**src/hdl/assert_macros.svh**
```systemverilog
// Assertion macros used by the RTL.
`ifndef ASSERT_MACROS_SVH
`define ASSERT_MACROS_SVH

// Check a property on every clock edge outside reset.
`define ASSERT_CLK(label, clk, rst, prop, msg) \
  label: assert property (@(posedge clk) disable iff (rst) prop) else $error(msg);

// Check a property on every clock edge, reset included.
`define ASSERT_ALWAYS(label, clk, prop, msg) \
  label: assert property (@(posedge clk) prop) else $error(msg);

`endif

```
**src/hdl/bsil_pkg.sv**
```systemverilog
`timescale 1ns / 1ps
`default_nettype none
package bsil_pkg;

  localparam int CAPACITY_DEF = 64;
  localparam int KEY_W        = 32;
  localparam int TAG_W        = 10;
  localparam int IDX_W        = 6;
  localparam int CNT_W        = 7;
  localparam int OP_W         = 2;

  typedef enum logic [OP_W-1:0] {
    OP_CLEAR  = 2'd0,
    OP_INSERT = 2'd1,
    OP_READ   = 2'd2
  } op_t;

  typedef enum logic [2:0] {
    ST_IDLE,
    ST_RD,
    ST_CMP,
    ST_PUT,
    ST_DONE
  } state_t;

  // Commands from controller to datapath
  typedef struct packed {
    logic capture;
    logic clear;
    logic scan_init;
    logic pos_zero;
    logic mem_rd;
    logic shift_wr;
    logic idx_dec;
    logic pos_next;
    logic set_drop;
    logic put_new;
    logic load_res;
  } cmd_t;

  // Status from datapath to controller
  typedef struct packed {
    logic [OP_W-1:0] in_op;
    logic [OP_W-1:0] op;
    logic            empty;
    logic            in_rd_ok;
    logic            gt;
    logic            idx_zero;
    logic            at_cap;
    logic            out_free;
  } sts_t;

endpackage
`default_nettype wire

```
**src/hdl/bsil_if.sv**
```systemverilog
`timescale 1ns / 1ps
`default_nettype none
interface bsil_in_if
  import bsil_pkg::*;
();
  logic             valid;
  logic             ready;
  logic [OP_W-1:0]  opcode;
  logic [KEY_W-1:0] new_key;
  logic [TAG_W-1:0] new_tag;
  logic [IDX_W-1:0] read_index;

  modport source (output valid, opcode, new_key, new_tag, read_index, input ready);
  modport sink (input valid, opcode, new_key, new_tag, read_index, output ready);
endinterface

interface bsil_out_if
  import bsil_pkg::*;
();
  logic             valid;
  logic             ready;
  logic [CNT_W-1:0] entry_count;
  logic [CNT_W-1:0] insert_position;
  logic             dropped;
  logic             read_valid;
  logic [KEY_W-1:0] read_key;
  logic [TAG_W-1:0] read_tag;

  modport source (output valid, entry_count, insert_position, dropped, read_valid,
                  read_key, read_tag, input ready);
  modport sink (input valid, entry_count, insert_position, dropped, read_valid,
                read_key, read_tag, output ready);
endinterface
`default_nettype wire

```
**src/hdl/bsil_ctrl.sv**
```systemverilog
`timescale 1ns / 1ps
`default_nettype none
module bsil_ctrl
  import bsil_pkg::*;
(
  input  wire  clk,
  input  wire  rst,
  input  wire  in_valid,
  output logic in_ready,
  input  sts_t sts,
  output cmd_t cmd
);

  state_t state, state_next;

  // Hold state
  always_ff @(posedge clk) begin
    if (rst) begin
      state <= ST_IDLE;
    end else begin
      state <= state_next;
    end
  end

  // Next state
  always_comb begin
    state_next = state;
    case (state)
      ST_IDLE: begin
        if (in_valid) begin
          if (sts.in_op == OP_INSERT) begin
            state_next = sts.empty ? ST_PUT : ST_RD;
          end else if (sts.in_op == OP_READ && sts.in_rd_ok) begin
            state_next = ST_RD;
          end else begin
            state_next = ST_DONE;
          end
        end
      end
      ST_RD: begin
        state_next = (sts.op == OP_READ) ? ST_DONE : ST_CMP;
      end
      ST_CMP: begin
        if (sts.gt) begin
          state_next = sts.idx_zero ? ST_PUT : ST_RD;
        end else begin
          state_next = sts.at_cap ? ST_DONE : ST_PUT;
        end
      end
      ST_PUT: state_next = ST_DONE;
      ST_DONE: begin
        if (sts.out_free) begin
          state_next = ST_IDLE;
        end
      end
      default: state_next = ST_IDLE;
    endcase
  end

  // Outputs
  always_comb begin
    cmd      = '0;
    in_ready = 1'b0;
    case (state)
      ST_IDLE: begin
        in_ready = 1'b1;
        if (in_valid) begin
          cmd.capture = 1'b1;
          if (sts.in_op == OP_CLEAR) begin
            cmd.clear = 1'b1;
          end else if (sts.in_op == OP_INSERT) begin
            cmd.scan_init = ~sts.empty;
            cmd.pos_zero  = sts.empty;
          end
        end
      end
      ST_RD: cmd.mem_rd = 1'b1;
      ST_CMP: begin
        if (sts.gt) begin
          cmd.shift_wr = 1'b1;
          cmd.pos_zero = sts.idx_zero;
          cmd.idx_dec  = ~sts.idx_zero;
        end else begin
          cmd.pos_next = 1'b1;
          cmd.set_drop = sts.at_cap;
        end
      end
      ST_PUT: cmd.put_new = 1'b1;
      ST_DONE: cmd.load_res = sts.out_free;
      default: cmd = '0;
    endcase
  end

endmodule
`default_nettype wire

```
**src/hdl/bsil_dp.sv**
```systemverilog
`timescale 1ns / 1ps
`default_nettype none
`include "assert_macros.svh"
module bsil_dp
  import bsil_pkg::*;
#(
  parameter int CAPACITY = CAPACITY_DEF
) (
  input  wire                   clk,
  input  wire                   rst,
  input  wire [OP_W-1:0]        opcode,
  input  wire [KEY_W-1:0]       new_key,
  input  wire [TAG_W-1:0]       new_tag,
  input  wire [IDX_W-1:0]       read_index,
  input  cmd_t                  cmd,
  output sts_t                  sts,
  bsil_out_if.source            out_ch
);

  localparam int AW = (CAPACITY > 1) ? $clog2(CAPACITY) : 1;
  localparam int CW = $clog2(CAPACITY + 1);
  localparam int EW = KEY_W + TAG_W;
  localparam logic [CW-1:0] CAP_C = CW'(CAPACITY);

  logic [EW-1:0]    mem [CAPACITY];
  logic [EW-1:0]    rdata;
  logic [OP_W-1:0]  op;
  logic [KEY_W-1:0] key;
  logic [TAG_W-1:0] tag;
  logic [CW-1:0]    held;
  logic [AW-1:0]    idx;
  logic [CW-1:0]    pos;
  logic             drop;
  logic             rvalid;

  logic [CW-1:0]       held_m1;
  logic [CW-1:0]       idx_p1;
  logic [AW+IDX_W-1:0] ridx_ext;
  logic [CW+IDX_W-1:0] ridx_cmp;
  logic [CW+IDX_W-1:0] held_cmp;
  logic                rd_ok;
  logic                wr_en;
  logic [AW-1:0]       wr_addr;
  logic [EW-1:0]       wr_data;
  logic [CW+CNT_W-1:0] held_out;
  logic [CW+CNT_W-1:0] pos_out;

  assign held_m1  = held - CW'(1);
  assign idx_p1   = CW'(idx) + CW'(1);
  assign ridx_ext = {{AW{1'b0}}, read_index};
  assign ridx_cmp = {{CW{1'b0}}, read_index};
  assign held_cmp = {{IDX_W{1'b0}}, held};
  assign rd_ok    = ridx_cmp < held_cmp;
  assign held_out = {{CNT_W{1'b0}}, held};
  assign pos_out  = {{CNT_W{1'b0}}, pos};

  // Status toward the controller
  always_comb begin
    sts          = '0;
    sts.in_op    = opcode;
    sts.op       = op;
    sts.empty    = (held == '0);
    sts.in_rd_ok = rd_ok;
    sts.gt       = rdata[EW-1:TAG_W] > key;
    sts.idx_zero = (idx == '0);
    sts.at_cap   = (idx_p1 == CAP_C);
    sts.out_free = ~out_ch.valid | out_ch.ready;
  end

  // Capture the item and walk the scan index
  always_ff @(posedge clk) begin
    if (cmd.capture) begin
      op     <= opcode;
      key    <= new_key;
      tag    <= new_tag;
      idx    <= ridx_ext[AW-1:0];
      rvalid <= (opcode == OP_READ) && rd_ok;
    end
    if (cmd.scan_init) begin
      idx <= held_m1[AW-1:0];
    end
    if (cmd.idx_dec) begin
      idx <= idx - AW'(1);
    end
  end

  // Track position and drop flag
  always_ff @(posedge clk) begin
    if (rst) begin
      pos  <= '0;
      drop <= 1'b0;
    end else begin
      if (cmd.capture) begin
        pos  <= '0;
        drop <= 1'b0;
      end
      if (cmd.pos_zero) begin
        pos <= '0;
      end
      if (cmd.pos_next) begin
        pos <= idx_p1;
      end
      if (cmd.set_drop) begin
        drop <= 1'b1;
      end
    end
  end

  // Count held entries
  always_ff @(posedge clk) begin
    if (rst) begin
      held <= '0;
    end else if (cmd.clear) begin
      held <= '0;
    end else if (cmd.put_new && held != CAP_C) begin
      held <= held + CW'(1);
    end
  end

  // Single write port: shift an entry up, or place the new one
  always_comb begin
    wr_en   = 1'b0;
    wr_addr = idx_p1[AW-1:0];
    wr_data = rdata;
    if (cmd.put_new) begin
      wr_en   = 1'b1;
      wr_addr = pos[AW-1:0];
      wr_data = {key, tag};
    end else if (cmd.shift_wr && idx_p1 != CAP_C) begin
      wr_en = 1'b1;
    end
  end

  // Entry memory, registered read
  always_ff @(posedge clk) begin
    if (wr_en) begin
      mem[wr_addr] <= wr_data;
    end
    if (cmd.mem_rd) begin
      rdata <= mem[idx];
    end
  end

  // Result register
  always_ff @(posedge clk) begin
    if (rst) begin
      out_ch.valid <= 1'b0;
    end else if (cmd.load_res) begin
      out_ch.valid <= 1'b1;
    end else if (out_ch.ready) begin
      out_ch.valid <= 1'b0;
    end
  end

  always_ff @(posedge clk) begin
    if (cmd.load_res) begin
      out_ch.entry_count     <= held_out[CNT_W-1:0];
      out_ch.insert_position <= (op == OP_INSERT) ? pos_out[CNT_W-1:0] : '0;
      out_ch.dropped         <= drop;
      out_ch.read_valid      <= rvalid;
      out_ch.read_key        <= rvalid ? rdata[EW-1:TAG_W] : '0;
      out_ch.read_tag        <= rvalid ? rdata[TAG_W-1:0] : '0;
    end
  end

  `ASSERT_CLK(a_held_bound, clk, rst, held <= CAP_C, "held count above capacity")
  `ASSERT_CLK(a_clear_empties, clk, rst, cmd.clear |=> held == '0, "clear left entries")
  `ASSERT_CLK(a_drop_full, clk, rst, cmd.set_drop |-> held == CAP_C, "drop while not full")
  `ASSERT_CLK(a_one_write, clk, rst, !(cmd.put_new && cmd.shift_wr), "write port conflict")

endmodule
`default_nettype wire

```
**src/hdl/bounded_sorted_insert_list.sv**
```systemverilog
// Operation: clear and read run from accept to result, a valid read through one
// entry read; an insert reads and compares each entry above its sorted position
// and the first at or below it, shifting larger ones up, then places or drops it.
// Throughput: one item at a time, held while a result waits for the receiver; the
// memory scan (one entry read, then compare and shift write, per entry) sets the rate.
// Reset: synchronous, active high; empties the list and the result register.
`timescale 1ns / 1ps
`default_nettype none
module bounded_sorted_insert_list
  import bsil_pkg::*;
#(
  parameter int CAPACITY = CAPACITY_DEF
) (
  input wire         clk,
  input wire         rst,
  bsil_in_if.sink    in_ch,
  bsil_out_if.source out_ch
);

  cmd_t cmd;
  sts_t sts;
  logic in_ready;

  assign in_ch.ready = in_ready;

  bsil_ctrl u_ctrl (
    .clk      (clk),
    .rst      (rst),
    .in_valid (in_ch.valid),
    .in_ready (in_ready),
    .sts      (sts),
    .cmd      (cmd)
  );

  bsil_dp #(
    .CAPACITY (CAPACITY)
  ) u_dp (
    .clk        (clk),
    .rst        (rst),
    .opcode     (in_ch.opcode),
    .new_key    (in_ch.new_key),
    .new_tag    (in_ch.new_tag),
    .read_index (in_ch.read_index),
    .cmd        (cmd),
    .sts        (sts),
    .out_ch     (out_ch)
  );

endmodule
`default_nettype wire

```
**src/flat_wrapper.sv**
```systemverilog
// flat-port wrapper written by rule: the top's interface ports become plain ports
module bounded_sorted_insert_list_flat import bsil_pkg::*;
#(
  parameter int CAPACITY = CAPACITY_DEF
)
  (clk, rst, in_ch_valid, in_ch_opcode, in_ch_new_key, in_ch_new_tag, in_ch_read_index, in_ch_ready, out_ch_valid, out_ch_entry_count, out_ch_insert_position, out_ch_dropped, out_ch_read_valid, out_ch_read_key, out_ch_read_tag, out_ch_ready);
  bsil_in_if in_ch_i ();
  bsil_out_if out_ch_i ();
  input wire clk;
  input wire rst;
  input wire logic [$bits(in_ch_i.valid)-1:0] in_ch_valid;
  input wire logic [$bits(in_ch_i.opcode)-1:0] in_ch_opcode;
  input wire logic [$bits(in_ch_i.new_key)-1:0] in_ch_new_key;
  input wire logic [$bits(in_ch_i.new_tag)-1:0] in_ch_new_tag;
  input wire logic [$bits(in_ch_i.read_index)-1:0] in_ch_read_index;
  output wire logic [$bits(in_ch_i.ready)-1:0] in_ch_ready;
  output wire logic [$bits(out_ch_i.valid)-1:0] out_ch_valid;
  output wire logic [$bits(out_ch_i.entry_count)-1:0] out_ch_entry_count;
  output wire logic [$bits(out_ch_i.insert_position)-1:0] out_ch_insert_position;
  output wire logic [$bits(out_ch_i.dropped)-1:0] out_ch_dropped;
  output wire logic [$bits(out_ch_i.read_valid)-1:0] out_ch_read_valid;
  output wire logic [$bits(out_ch_i.read_key)-1:0] out_ch_read_key;
  output wire logic [$bits(out_ch_i.read_tag)-1:0] out_ch_read_tag;
  input wire logic [$bits(out_ch_i.ready)-1:0] out_ch_ready;
  assign in_ch_i.valid = in_ch_valid;
  assign in_ch_i.opcode = in_ch_opcode;
  assign in_ch_i.new_key = in_ch_new_key;
  assign in_ch_i.new_tag = in_ch_new_tag;
  assign in_ch_i.read_index = in_ch_read_index;
  assign in_ch_ready = in_ch_i.ready;
  assign out_ch_valid = out_ch_i.valid;
  assign out_ch_entry_count = out_ch_i.entry_count;
  assign out_ch_insert_position = out_ch_i.insert_position;
  assign out_ch_dropped = out_ch_i.dropped;
  assign out_ch_read_valid = out_ch_i.read_valid;
  assign out_ch_read_key = out_ch_i.read_key;
  assign out_ch_read_tag = out_ch_i.read_tag;
  assign out_ch_i.ready = out_ch_ready;
  bounded_sorted_insert_list #(.CAPACITY(CAPACITY)) u_core (.clk(clk), .rst(rst), .in_ch(in_ch_i), .out_ch(out_ch_i));
endmodule
```
**config.mk**
```make
export PLATFORM = sky130hd
export DESIGN_NAME = bounded_sorted_insert_list_flat
export DESIGN_NICKNAME = d
export VERILOG_FILES = /design/src/hdl/bsil_pkg.sv /design/src/hdl/bsil_if.sv /design/src/hdl/bsil_ctrl.sv /design/src/hdl/bsil_dp.sv /design/src/hdl/bounded_sorted_insert_list.sv /design/src/flat_wrapper.sv
export VERILOG_INCLUDE_DIRS = /design/src /design/src/hdl
export SDC_FILE = /design/constraint.sdc
export NUM_CORES = 2
export LEC_CHECK = 0
export BUFFER_PORTS_ARGS = -buffer_cell sky130_fd_sc_hd__buf_2
export CAP_MARGIN = 20
export CORE_ASPECT_RATIO = 1.2
export CORE_UTILIZATION = 60
export DETAILED_ROUTE_END_ITERATION = 10
export PLACE_DENSITY = 0.75
export SLEW_MARGIN = 10
export SYNTH_ARGS = -nofsm -noshare
export SYNTH_HDL_FRONTEND = slang
export SYNTH_SLANG_ARGS = --single-unit
```
**constraint.sdc**
```tcl
create_clock -name clk -period 11.8 [get_ports clk]
set_input_delay 2.36 -clock clk [delete_from_list [all_inputs] [get_ports clk]]
set_output_delay 2.36 -clock clk [all_outputs]
set_load 0.01 [all_outputs]
```
==> metrics <==
mapped cell area 0.1095 mm²; CTS-repair resized insts 0; area share of the largest cell type after synthesis 0.7783; crit path DAT 6.36 ns; H-Tree Depth 5; initial antenna violation count 21; PortBufs 113; Starting Density 0.6044; Final Total Pwr 0.02145 W; mean number of vias per cell 7.179; Final Hold Viols 0; worst-path maximum fanout 101; worst hold slack 0.4840 ns; Final nets 4942; FF+latch count, synth 2858; Worst Hold Endpoint u_core.u_dp.out_ch.dropped; Synth area leaders edfxtp_1, mux4_2, ha_1, clkbuf_1, nand2_1; HPWL Detailed 142300 µm; worst slew pin tran 1.255 ns; syn nets 4597; Synth cell types 48; DRT Pass-1 Iters 7; worst-case reg-to-reg path depth 7; maximum vdd drop 0.0001128 V; CP Capture Type register; vias in the first global route 53760; dpl cells 6980; Seq/Total Area, Yosys 0.7818; die area 0.1843 mm²; Mapped Cells 4499; DIE HEIGHT 470.0 µm; grt total ovfl 0; hold crit path type register to register; number of flops mapped to enable cells by yosys 2839; fmax 175.4 MHz; hold depth 0; Synth warnings 0; Chip Width 392.0 µm; post-synth top area cell edfxtp_1; DRT Wirelength 292800 µm; most frequent cells in the layout edfxtp_1, mux4_2, clkbuf_16; Top Ports 114; Worst Setup Path Type register to register; RSZ-0062 raised after global routing no; worst hold start u_core.u_dp.drop; clock root buffer clkbuf_16; Final Max Slew Viols 0; WP data required 12.46 ns; residual DRC count 0; 1st-iter DRT viols 8582; Antenna Nets Post-Route 0; Hold Buf Count CTS 0; post-CTS setup buffers 0; Relative slew margins 0.1581; Skew-Pair Late Insertion Delay 0.95 ns; Clock Skew 0.06138 ns; CTS sink count 2858; Final TNS setup 0 ns; Most used DFF post-synth edfxtp_1; wire per inst 39.23 µm; number of CTS-inserted buffers 277; static leakage 38.39 nW; Tcrit/Tclk final 0.4831; Core Area 0.1812 mm²; clock buffer depth 4; Non-Filler Instances 7464; Power Density 174.7 mW/mm²; most common cell after layout, fill and taps aside edfxtp_1; global placer's final weighted congestion 0.8695; clock-pin slew on the worst setup and hold paths 0.07 ns; final setup vio count 0; fillers 10310; reg-to-reg startpoint u_core.u_dp.idx[0]; status complete, no violations; GRT Overall Usage 0.3229; Layout area overhead 12.14%; Mean Syn Cell Area 24.35 µm²; Tmin final 5.701 ns; row cnt 171; worst reg-to-reg setup slack 6.10 ns; DR vias 53580; startpoint types register; first-pass GRT wire length 407300 µm; fraction of layout cells with a size suffix above 1 0.3296; Post-synth ARST share 0; CTS tree yes; maxcap violations 0; largest net degree at the start of global routing 159; worst reg2reg endpoint u_core.u_dp.rdata[6]
[area by class of cell]
| class | count | area (µm²) | area share |
|---|---|---|---|
| timing repair buffer | 296 | 2147 | 0.01748 |
| clock inverter | 140 | 1112 | 0.009056 |
| antenna | 6 | 15.01 | 0.0001222 |
| multi-input combinational | 1366 | 23490 | 0.1912 |
| sequential | 2858 | 85630 | 0.6971 |
| inverter | 45 | 168.9 | 0.001375 |
| clock buffer | 331 | 7241 | 0.05895 |
| tap | 2422 | 3030 | 0.02467 |
[logic make-up (layout without fill, tap and decap cells)]
logic type / count (synthesis) / count (layout) / share of synthesized area
DFF: 2858 / 2858 / 0.7818
adders and majority gates: 44 / 44 / 0.005026
xor gates and xnor gates: 17 / 17 / 0.001359
buffers and inverters: 275 / 812 / 0.01035
muxes: 890 / 890 / 0.1821
other: 0 / 6 / 0
AOI/OAI and AO/OA: 99 / 99 / 0.005335
and+or+nand+nor: 316 / 316 / 0.01402
[critical path, cell delays in order, from the launching register on]
cell and delay, ns:
edfxtp_1 0.38, buf_12 0.52, buf_4 0.94, buf_4 0.91, buf_4 0.74, mux4_2 0.59, mux4_2 0.53, mux4_2 0.48
[state kept, by name, summed over array words and instances, names as in the netlist, 2 cells and up]
signal and count:
u_core.u_dp.mem 2688, u_core.u_dp.rdata 42, u_core.u_dp.key 32, u_core.u_dp.out_ch.read_key 32
u_core.u_dp.out_ch.read_tag 10, u_core.u_dp.tag 10, u_core.u_dp.held 7, u_core.u_dp.out_ch.entry_count 7
u_core.u_dp.out_ch.insert_position 7, u_core.u_dp.pos 7, u_core.u_dp.idx 6, u_core.u_ctrl.state 3
u_core.u_dp.op 2
[how the worst max path moves through the flow]
stage	slack, ns	cells after the start	from	endpoint
3_3_place_gp	6.09	7	u_core.u_dp.idx[0]	u_core.u_dp.rdata[3]
4_1_cts	5.98	7	u_core.u_dp.idx[0]	u_core.u_dp.rdata[6]
3_5_place_dp	6.03	7	u_core.u_dp.idx[0]	u_core.u_dp.rdata[3]
5_1_grt	5.63	7	u_core.u_dp.idx[0]	u_core.u_dp.rdata[6]
6_report	6.10	7	u_core.u_dp.idx[0]	u_core.u_dp.rdata[6]
2_1_floorplan	6.04	10	u_core.u_dp.rdata[41]	u_core.u_dp.mem[11][0]
[where the power goes]
part	internal [W]	switching, W
combinational	0.000748	0.00103
clock	0.00472	0.00368
sequential	0.0112	0.0000328
total	0.0167	0.00475
[cell usage after synthesis (6+ instances only)]
library cell and number:
a21oi_1 22, and2_1 51, buf_1 30, buf_2 63, clkbuf_1 134, dfxtp_1 19, edfxtp_1 2839, ha_1 44
inv_1 45, mux4_2 882, nand2_1 107, nand2b_1 6, nand3_1 14, nand4_1 9, nor2_1 32, nor3_1 75
o21ai_0 49, xnor2_1 10, xor2_1 7
[metrics by stage]
stage	setup WS [ns]	util	instance area, µm²
after global placement	6.087	0.6306	114300
after global routing	5.629	0.6777	122800
final	6.099	0.6778	122800
after floorplan	6.038	-	109500
after detailed placement	6.029	0.6309	114300
after CTS	5.976	0.6770	122700
[routing by layer]
| metal | vias to the layer above | GRT usage | share of wire |
|---|---|---|---|
| li1 | 20020 | - | - |
| met1 | 27960 | 0.4324 | 0.33 |
| met2 | 4733 | 0.5002 | 0.48 |
| met3 | 844 | 0.08872 | 0.14 |
| met4 | 16 | 0.1490 | 0.051 |
| met5 | - | 0 | 0.00067 |
No activity file was read; power rests on OpenSTA's default activity.
